==> src/rtl/core/mlq_pkg.sv <==
// Shared types and codes for the multilevel queue scheduler.
// Used by every module under rtl/core; depends on nothing else.
package mlq_pkg;

  localparam int LEVELS = 5;
  localparam int QUEUE_DEPTH_DEFAULT = 16;
  localparam int QSEL_W = 3;
  localparam int JOB_W = 16;
  localparam int ENTRY_W = JOB_W + 1;
  localparam int CNT_W = 32;
  localparam int NUM_CNT = 5;

  // Operation codes of an input item.
  localparam logic [1:0] OP_SUBMIT   = 2'd0;
  localparam logic [1:0] OP_DISPATCH = 2'd1;
  localparam logic [1:0] OP_REPORT   = 2'd2;

  // Status codes of a result item.
  localparam logic [2:0] ST_ACCEPTED   = 3'd0;
  localparam logic [2:0] ST_DISPATCHED = 3'd1;
  localparam logic [2:0] ST_EMPTY      = 3'd2;
  localparam logic [2:0] ST_FULL       = 3'd3;
  localparam logic [2:0] ST_BAD_CLASS  = 3'd4;

  // Counter order.
  localparam int CNT_JOBS   = 0;
  localparam int CNT_TOP    = 1;
  localparam int CNT_MIDDLE = 2;
  localparam int CNT_BOTTOM = 3;
  localparam int CNT_SWITCH = 4;

  typedef logic [NUM_CNT-1:0][CNT_W-1:0] counters_t;

  // Request from the decoder to the queue store.
  typedef struct packed {
    logic               push;
    logic               pop;
    logic [QSEL_W-1:0]  qsel;
    logic [ENTRY_W-1:0] entry;
  } queue_req_t;

  // Per-queue occupancy flags from the queue store.
  typedef struct packed {
    logic [LEVELS-1:0] empty;
    logic [LEVELS-1:0] full;
  } queue_flags_t;

endpackage

==> src/rtl/core/mlq_classify.sv <==
// Decodes one item: maps a submit to its queue, picks the queue a dispatch pops from,
// and forms the status. Depends on mlq_pkg.
module mlq_classify (
  input  logic [1:0]                    operation,
  input  logic [mlq_pkg::JOB_W-1:0]     job_id,
  input  logic [2:0]                    job_class,
  input  logic [2:0]                    job_priority,
  input  logic                          was_stopped,
  input  mlq_pkg::queue_flags_t         flags,
  output mlq_pkg::queue_req_t           req,
  output logic [2:0]                    status
);

  logic [mlq_pkg::QSEL_W-1:0] level;
  logic                       level_ok;
  logic [mlq_pkg::QSEL_W-1:0] pick;
  logic                       found;

  // Submit mapping, as a zero-based queue index.
  always_comb begin
    level    = '0;
    level_ok = 1'b1;
    if (job_class inside {3'd1, 3'd4, 3'd5}) begin
      level = job_class - 3'd1;
    end else if (job_class == 3'd2) begin
      if (job_priority == 3'd2) begin
        level = 3'd2;
      end else if (job_priority == 3'd3) begin
        level = 3'd3;
      end else begin
        level = 3'd1;
      end
    end else if (job_class == 3'd3) begin
      level = 3'd4;
    end else begin
      level_ok = 1'b0;
    end
  end

  // Lowest-numbered queue that holds a job.
  always_comb begin
    pick  = '0;
    found = 1'b0;
    for (int i = mlq_pkg::LEVELS - 1; i >= 0; i--) begin
      if (!flags.empty[i]) begin
        pick  = mlq_pkg::QSEL_W'(i);
        found = 1'b1;
      end
    end
  end

  always_comb begin
    req       = '0;
    req.entry = {1'b0, job_id};
    status    = mlq_pkg::ST_ACCEPTED;
    case (operation)
      mlq_pkg::OP_SUBMIT: begin
        req.qsel = level;
        if (!level_ok) begin
          status = mlq_pkg::ST_BAD_CLASS;
        end else if (flags.full[level]) begin
          status = mlq_pkg::ST_FULL;
        end else begin
          req.push = 1'b1;
        end
      end
      mlq_pkg::OP_DISPATCH: begin
        req.qsel = pick;
        if (!found) begin
          status = mlq_pkg::ST_EMPTY;
        end else begin
          req.pop = 1'b1;
          status  = mlq_pkg::ST_DISPATCHED;
        end
      end
      mlq_pkg::OP_REPORT: begin
        // A stopped job goes back to the tail of the top queue as resumed.
        req.entry = {1'b1, job_id};
        if (was_stopped) begin
          if (flags.full[0]) begin
            status = mlq_pkg::ST_FULL;
          end else begin
            req.push = 1'b1;
          end
        end
      end
      default: begin
        status = mlq_pkg::ST_ACCEPTED;
      end
    endcase
  end

endmodule

==> src/rtl/core/mlq_queue_store.sv <==
// Five circular FIFOs sharing one slot memory, with head, tail and fill per queue.
// The popped entry is registered onto rd_entry in the cycle after the pop. Depends on mlq_pkg.
module mlq_queue_store #(
  parameter int QUEUE_DEPTH = mlq_pkg::QUEUE_DEPTH_DEFAULT
) (
  input  logic                          clk,
  input  logic                          rst,
  input  mlq_pkg::queue_req_t           req,
  output mlq_pkg::queue_flags_t         flags,
  output logic [mlq_pkg::ENTRY_W-1:0]   rd_entry
);

  localparam int PW    = (QUEUE_DEPTH > 1) ? $clog2(QUEUE_DEPTH) : 1;
  localparam int FW    = $clog2(QUEUE_DEPTH + 1);
  localparam int SLOTS = mlq_pkg::LEVELS * QUEUE_DEPTH;
  localparam int AW    = $clog2(SLOTS);
  localparam logic [PW-1:0] LAST_PTR = PW'(QUEUE_DEPTH - 1);
  localparam logic [FW-1:0] FULL_CNT = FW'(QUEUE_DEPTH);
  localparam logic [AW-1:0] DEPTH_A  = AW'(QUEUE_DEPTH);

  logic [PW-1:0] heads [mlq_pkg::LEVELS];
  logic [PW-1:0] tails [mlq_pkg::LEVELS];
  logic [FW-1:0] fill  [mlq_pkg::LEVELS];
  logic [mlq_pkg::ENTRY_W-1:0] slots [SLOTS];

  logic [PW-1:0] head_sel;
  logic [PW-1:0] tail_sel;
  logic [PW-1:0] head_next;
  logic [PW-1:0] tail_next;
  logic [AW-1:0] base;
  logic [AW-1:0] wr_addr;
  logic [AW-1:0] rd_addr;

  assign head_sel  = heads[req.qsel];
  assign tail_sel  = tails[req.qsel];
  assign head_next = (head_sel == LAST_PTR) ? '0 : head_sel + PW'(1);
  assign tail_next = (tail_sel == LAST_PTR) ? '0 : tail_sel + PW'(1);
  assign base      = AW'(req.qsel) * DEPTH_A;
  assign wr_addr   = base + AW'(tail_sel);
  assign rd_addr   = base + AW'(head_sel);

  always_comb begin
    for (int q = 0; q < mlq_pkg::LEVELS; q++) begin
      flags.empty[q] = (fill[q] == '0);
      flags.full[q]  = (fill[q] == FULL_CNT);
    end
  end

  always_ff @(posedge clk) begin
    if (rst) begin
      for (int q = 0; q < mlq_pkg::LEVELS; q++) begin
        heads[q] <= '0;
        tails[q] <= '0;
        fill[q]  <= '0;
      end
    end else if (req.push) begin
      tails[req.qsel] <= tail_next;
      fill[req.qsel]  <= fill[req.qsel] + FW'(1);
    end else if (req.pop) begin
      heads[req.qsel] <= head_next;
      fill[req.qsel]  <= fill[req.qsel] - FW'(1);
    end
  end

  always_ff @(posedge clk) begin
    if (req.push) begin
      slots[wr_addr] <= req.entry;
    end
    if (req.pop) begin
      rd_entry <= slots[rd_addr];
    end
  end

endmodule

==> src/rtl/core/mlq_counters.sv <==
// Saturating dispatch counters, bumped as a dispatch result is loaded for output.
// Depends on mlq_pkg.
module mlq_counters (
  input  logic                        clk,
  input  logic                        rst,
  input  logic                        bump,
  input  logic [mlq_pkg::QSEL_W-1:0]  qsel,
  input  logic                        resumed,
  output mlq_pkg::counters_t          counts
);

  logic [mlq_pkg::NUM_CNT-1:0] hit;

  always_comb begin
    hit = '0;
    hit[mlq_pkg::CNT_SWITCH] = 1'b1;
    if (qsel == '0) begin
      // A resumed job in the top queue is not a fresh start.
      hit[mlq_pkg::CNT_JOBS] = !resumed;
      hit[mlq_pkg::CNT_TOP]  = !resumed;
    end else if (qsel <= 3'd3) begin
      hit[mlq_pkg::CNT_JOBS]   = 1'b1;
      hit[mlq_pkg::CNT_MIDDLE] = 1'b1;
    end else begin
      hit[mlq_pkg::CNT_JOBS]   = 1'b1;
      hit[mlq_pkg::CNT_BOTTOM] = 1'b1;
    end
  end

  always_ff @(posedge clk) begin
    if (rst) begin
      counts <= '0;
    end else if (bump) begin
      for (int i = 0; i < mlq_pkg::NUM_CNT; i++) begin
        if (hit[i] && (counts[i] != '1)) begin
          counts[i] <= counts[i] + mlq_pkg::CNT_W'(1);
        end
      end
    end
  end

endmodule

==> src/rtl/core/multilevel_queue_scheduler.sv <==
// Multilevel queue scheduler top level: decoder, queue store, counters and result pipeline.
// Depends on mlq_pkg, mlq_classify, mlq_queue_store and mlq_counters.
//
// Input channel (in_valid / in_stall) carries one operation per item: submit a
// job, dispatch the next job, or report the end of a slice. Output channel
// (out_valid / out_stall) returns exactly one result item per input item, in order.
// Queue state is updated at the edge an item is accepted; the popped slot is read
// from the slot memory on that same edge, so the result passes the memory read
// register and then the output register before it leaves.
// Throughput is one item per cycle while out_stall is low: the slot memory takes one
// write or one read per item, and the stage after it is the only place a stall can
// back up into. When the receiver stalls, the output register holds its result and
// one more item can be accepted into the middle stage; after that in_stall rises.
// Counter fields show the totals after the item that the result belongs to.
// Reset empties all five queues and clears the counters; the slot memory is not
// cleared, since only entries that were written are ever read.
module multilevel_queue_scheduler #(
  parameter int QUEUE_DEPTH = mlq_pkg::QUEUE_DEPTH_DEFAULT
) (
  input  logic                           clk,
  input  logic                           rst,
  input  logic                           in_valid,
  output logic                           in_stall,
  input  logic [1:0]                     operation,
  input  logic [mlq_pkg::JOB_W-1:0]      job_id,
  input  logic [2:0]                     job_class,
  input  logic [2:0]                     job_priority,
  input  logic                           was_stopped,
  output logic                           out_valid,
  input  logic                           out_stall,
  output logic [2:0]                     status,
  output logic [mlq_pkg::JOB_W-1:0]      out_job,
  output logic [2:0]                     out_queue,
  output logic                           out_resumed,
  output logic                           needs_slice,
  output logic [mlq_pkg::CNT_W-1:0]      jobs_started,
  output logic [mlq_pkg::CNT_W-1:0]      top_started,
  output logic [mlq_pkg::CNT_W-1:0]      middle_started,
  output logic [mlq_pkg::CNT_W-1:0]      bottom_started,
  output logic [mlq_pkg::CNT_W-1:0]      switches
);

  mlq_pkg::queue_req_t   req;
  mlq_pkg::queue_req_t   req_gated;
  mlq_pkg::queue_flags_t flags;
  mlq_pkg::counters_t    counts;
  logic [2:0]                      status_comb;
  logic [mlq_pkg::ENTRY_W-1:0]     rd_entry;
  logic                            accept;
  logic                            adv;
  logic                            dispatched;

  // Middle stage: decode results waiting for the slot read.
  logic                            valid1;
  logic [2:0]                      status1;
  logic [mlq_pkg::QSEL_W-1:0]      qsel1;

  mlq_classify u_classify (
    .operation    (operation),
    .job_id       (job_id),
    .job_class    (job_class),
    .job_priority (job_priority),
    .was_stopped  (was_stopped),
    .flags        (flags),
    .req          (req),
    .status       (status_comb)
  );

  always_comb begin
    req_gated      = req;
    req_gated.push = req.push && accept;
    req_gated.pop  = req.pop && accept;
  end

  mlq_queue_store #(
    .QUEUE_DEPTH (QUEUE_DEPTH)
  ) u_store (
    .clk      (clk),
    .rst      (rst),
    .req      (req_gated),
    .flags    (flags),
    .rd_entry (rd_entry)
  );

  assign adv        = valid1 && (!out_valid || !out_stall);
  assign in_stall   = valid1 && !adv;
  assign accept     = in_valid && !in_stall;
  assign dispatched = (status1 == mlq_pkg::ST_DISPATCHED);

  always_ff @(posedge clk) begin
    if (rst) begin
      valid1 <= 1'b0;
    end else if (accept) begin
      valid1 <= 1'b1;
    end else if (adv) begin
      valid1 <= 1'b0;
    end
  end

  always_ff @(posedge clk) begin
    if (accept) begin
      status1 <= status_comb;
      qsel1   <= req.qsel;
    end
  end

  mlq_counters u_counters (
    .clk     (clk),
    .rst     (rst),
    .bump    (adv && dispatched),
    .qsel    (qsel1),
    .resumed (rd_entry[mlq_pkg::JOB_W]),
    .counts  (counts)
  );

  always_ff @(posedge clk) begin
    if (rst) begin
      out_valid <= 1'b0;
    end else if (adv) begin
      out_valid <= 1'b1;
    end else if (!out_stall) begin
      out_valid <= 1'b0;
    end
  end

  always_ff @(posedge clk) begin
    if (adv) begin
      status      <= status1;
      out_job     <= dispatched ? rd_entry[mlq_pkg::JOB_W-1:0] : '0;
      out_queue   <= dispatched ? qsel1 + 3'd1 : 3'd0;
      out_resumed <= dispatched && rd_entry[mlq_pkg::JOB_W];
      needs_slice <= dispatched && (qsel1 == '0);
    end
  end

  // The counters only change when the output register loads, so they read out directly.
  assign jobs_started   = counts[mlq_pkg::CNT_JOBS];
  assign top_started    = counts[mlq_pkg::CNT_TOP];
  assign middle_started = counts[mlq_pkg::CNT_MIDDLE];
  assign bottom_started = counts[mlq_pkg::CNT_BOTTOM];
  assign switches       = counts[mlq_pkg::CNT_SWITCH];

  a_idle_fields: assert property (@(posedge clk) disable iff (rst)
    out_valid && (status != mlq_pkg::ST_DISPATCHED) |->
      (out_job == '0) && (out_queue == 3'd0) && !out_resumed && !needs_slice)
    else $error("non-dispatch result carries dispatch fields");

  a_dispatch_queue: assert property (@(posedge clk) disable iff (rst)
    out_valid && (status == mlq_pkg::ST_DISPATCHED) |->
      (out_queue >= 3'd1) && (out_queue <= 3'd5) && (needs_slice == (out_queue == 3'd1)))
    else $error("dispatch result has a bad queue or slice flag");

  a_counter_order: assert property (@(posedge clk) disable iff (rst)
    (top_started <= jobs_started) && (jobs_started <= switches))
    else $error("dispatch counters out of order");

  a_stall_backs_up: assert property (@(posedge clk) disable iff (rst)
    in_stall |-> valid1 && out_valid && out_stall)
    else $error("input stalled while the pipeline has room");

endmodule
==> config.mk <==
export PLATFORM = sky130hd
export DESIGN_NAME = multilevel_queue_scheduler
export DESIGN_NICKNAME = d
export VERILOG_FILES = /design/src/rtl/core/mlq_pkg.sv /design/src/rtl/core/mlq_classify.sv /design/src/rtl/core/mlq_queue_store.sv /design/src/rtl/core/mlq_counters.sv /design/src/rtl/core/multilevel_queue_scheduler.sv
export SDC_FILE = /design/constraint.sdc
export NUM_CORES = 2
export LEC_CHECK = 0
export ABC_AREA = 1
export BUFFER_PORTS_ARGS = -buffer_cell sky130_fd_sc_hd__buf_2
export CORE_MARGIN = 8
export CORE_UTILIZATION = 40
export DETAILED_ROUTE_END_ITERATION = 16
export PLACE_DENSITY = 0.63
export SKIP_LAST_GASP = 1
export SLEW_MARGIN = 20
export SYNTH_ARGS = -nofsm -noshare
export SYNTH_HDL_FRONTEND = slang
export SYNTH_HIERARCHICAL = 1
export SYNTH_SLANG_ARGS = --single-unit
==> constraint.sdc <==
create_clock -name clk -period 5.1 [get_ports clk]
set_input_delay 0.765 -clock clk [delete_from_list [all_inputs] [get_ports clk]]
set_output_delay 0.765 -clock clk [all_outputs]
set_load 0.02 [all_outputs]
==> run_results.csv <==
group,metric,value,unit
timing,fin_crit,4.84,ns
synth,syn-cell-area,76600,µm²
worst_setup_path,worstPathMaxFanout,25,
synth,synth_top_family_by_area,"simple AND/OR/NAND/NOR gates",
synth,synthFlopType,"edfxtp_1",
cells_and_area,layout-drive-gt1-share,10.8,%
grt,grt_max_degree,84,
timing,holdWs,0.199,ns
cells_and_area,layout_commonest_cell,"nand2_1",
worst_setup_path,worst_path_largest_cell_delay,0.90,ns
timing,max_freq,207,MHz
route,drc,0,
synth,synth_fa_ha_area_share,0.304,%
floorplanning,coreArea,190000,µm²
timing,rsz0062_at_grt,"false",
worst_setup_path,worstPathRequired,5.52,ns
route,viasPerCell,5.34,
cts,clk_pin_slew,0.06,ns
synth,syn_nets,7729,
timing,finClkSkew,0.0611,ns
place,dp.cells,10300,
pwr,p_leak,34.1,nW
place,io_buffers,214,
synth,synth_xor_area_share,0.149,%
grt,track_usage,21.0,%
cts,cts_buffers,174,
synth,synth_cells,7682,
grt,grt_pass1_vias,53900,
grt,grt_antenna_before_repair,4,
synth,ys_async_sr_fraction,0,%
cts,cts_tree,"built",
cells_and_area,nets,7965,
job,drv_cap,0,
floorplanning,die-area,206000,µm²
cts,cts_sinks,1673,
pwr,p_per_area,357,nW/µm²
worst_setup_path,critPathTopFamily,"simple AND/OR/NAND/NOR gates",
floorplanning,io_pins,215,
timing,relSlewSlack,22.0,%
route,drt_iter0_drc,6219,
synth,synth_compound_area_share,2.34,%
cts,insertion_delay,0.83,ns
timing,setup_viol,0,
place,gp_congestion,0.923,
grt,grt_pass1_wl,334000,µm
cells_and_area,syn2layout_area_growth,14.1,%
route,via_count,56500,
cts,h-tree-depth,4,
route,drt_first_pass_iters,6,
floorplanning,initial_core_util,40.3,%
run_status,run_status,"complete, no violations",
cts,cts_max_path_buffers,3,
pwr,vdd_drop_max,299,µV
cts,cts_root_buffer,"clkbuf_16",
route,wl_per_cell,21.1,µm
worst_setup_path,worstPathCellList,"or4_1 -> nor2_1 -> nand2_1 -> nor2_1 -> nand2_1 -> o22ai_4 -> buf_6 -> nor2_2 -> nand2_2 -> inv_2 -> a221oi_1 -> nand2_1 -> clkinv_1 -> nand4_2 -> nor2_2",
pwr,totalPowerFinal,31.2,mW
synth,ys_warn_count,6,
synth,synth_edf_count,1511,
timing,finalSetupTns,0,ns
synth,ys_ff_latch,1673,
worst_setup_path,critPathKind,"reg -> reg",
synth,synthSimpleGateAreaFrac,25.9,%
worst_setup_path,reg2reg_setup_slack,0.26,ns
route,final_antenna_net_count,0,
timing,finalCritPeriodShare,94.9,%
floorplanning,row_count,160,
synth,synth_cell_types,54,
worst_setup_path,crit_buf_inv,3,
place,hpwl,137000,µm
floorplanning,die_w,454,µm
synth,avgSynthCellArea,9.97,µm²
worst_setup_path,end_kind,"register",
worst_setup_path,critPathSlowestCell,"nor2_2",
synth,ys_seq_area_share,63.5,%
timing,hold_viol,0,
floorplanning,dieHeight,454,µm
cts,post-cts-setup-buffers,0,
cells_and_area,final_cell_mix,"nand2_1 (1546), edfxtp_1 (1511), nand3_1 (1366)",
worst_setup_path,crit_top_cell,"nand2_1",
timing,finalMaxSlewViolations,0,
grt,grt-ovfl-total,0,
worst_setup_path,crit_path_start_kind,"register",
cells_and_area,stdcell_count,10600,
synth,synthMuxAreaShare,0,%
route,wl,224000,µm
worst_setup_path,cp.arrival,5.26,ns
cells_and_area,final_util,46.0,%
min_path,hp-class,"in -> reg",
timing,tightest_slew,1.17,ns
==> worst min-delay path, delay by kind of cell <==
kind	cells	cell delay, ns
compound gates	1	0.05
buf+inv	2	0.14
==> through the flow <==
step | setup WS [ns] | instance area [µm²]
finish | 0.260 | 87400
detailed placement | 0.131 | 81800
global route | 0.00554 | 87400
global placement | 0.0514 | 81800
floorplan | 0.411 | 76600
CTS | 0.253 | 87400
==> metal layers <==
layer	global-route usage [%]	wire length, µm	share of wire [%]
met5	0	38	0.017
met2	33.5	102000	46
met3	3.51	19000	8.5
met1	28.6	93000	42
met4	8.13	9240	4.1
==> worst paths after layout <==
check / cells after the start / from / to
worst max-delay path: 15 / u_store/fill[2][3] / u_store/slots[76][6]
worst min-delay path: 3 / in_valid / valid1
worst max register to register: 15 / u_store/fill[2][3] / u_store/slots[76][6]
worst min register to register: 2 / valid1 / out_valid
==> power breakdown <==
| part | switching (mW) | leakage [nW] | internal, mW | total [mW] |
|---|---|---|---|---|
| clock network | 5.51 | 2.71 | 7.09 | 12.6 |
| logic | 2.56 | 16.3 | 0.981 | 3.55 |
| registers | 0.0319 | 15.0 | 15.0 | 15.1 |
==> registers in the layout (all words and copies together) (netlist names) <==
register,flops
needs_slice,1
out_job,16
out_queue,3
out_resumed,1
out_valid,1
qsel1,3
status,3
status1,3
u_counters/counts,160
u_store/fill,40
u_store/heads,32
u_store/rd_entry,17
u_store/slots,1360
u_store/tails,32
valid1,1
==> synth_stat cells, types with 20 or more instances <==
cell / count / share of area (%)
nand2_1: 1548 / 7.6
edfxtp_1: 1511 / 59
nand3_1: 1366 / 8.9
inv_1: 1038 / 5.1
nor2_1: 599 / 2.9
nand3b_1: 513 / 5.0
buf_2: 224 / 1.5
dfxtp_1: 162 / 4.2
clkbuf_1: 125 / 0.61
a21oi_1: 110 / 0.72
o21ai_0: 78 / 0.51
o21bai_1: 43 / 0.42
buf_1: 39 / 0.19
inv_2: 35 / 0.17
or2_2: 35 / 0.29
nand4_1: 30 / 0.25
buf_4: 26 / 0.25
nor2_2: 24 / 0.20
nor3_1: 20 / 0.13
o21ai_1: 20 / 0.13
==> final cells by class <==
class                   count  area, µm²
diodes                      2       5.00
clock buffers             216       4540
clock inverters           106       1090
fillers                 17600     103000
inverters                1074       4050
multi-input cells        4514      22100
flip-flops and latches   1673      48600
well taps                2511       3140
repair buffers            481       3870
==> logic make-up (layout without fill, tap and decap cells) <==
group | Yosys count | in the layout
compound gates | 305 | 305
buf+inv | 1495 | 1877
simple gates | 4178 | 4178
fa+ha+maj | 18 | 18
other cells | 0 | 2
xor+xnor | 13 | 13
flops | 1673 | 1673
==> timing repair <==
| item | CTS | global route |
|---|---|---|
| resized for setup | 0 | 1 |
| hold buffers | 0 | 0 |
| endpoints found under the setup margin | 0 | 48 |
Power figures use the tool's default switching activity.
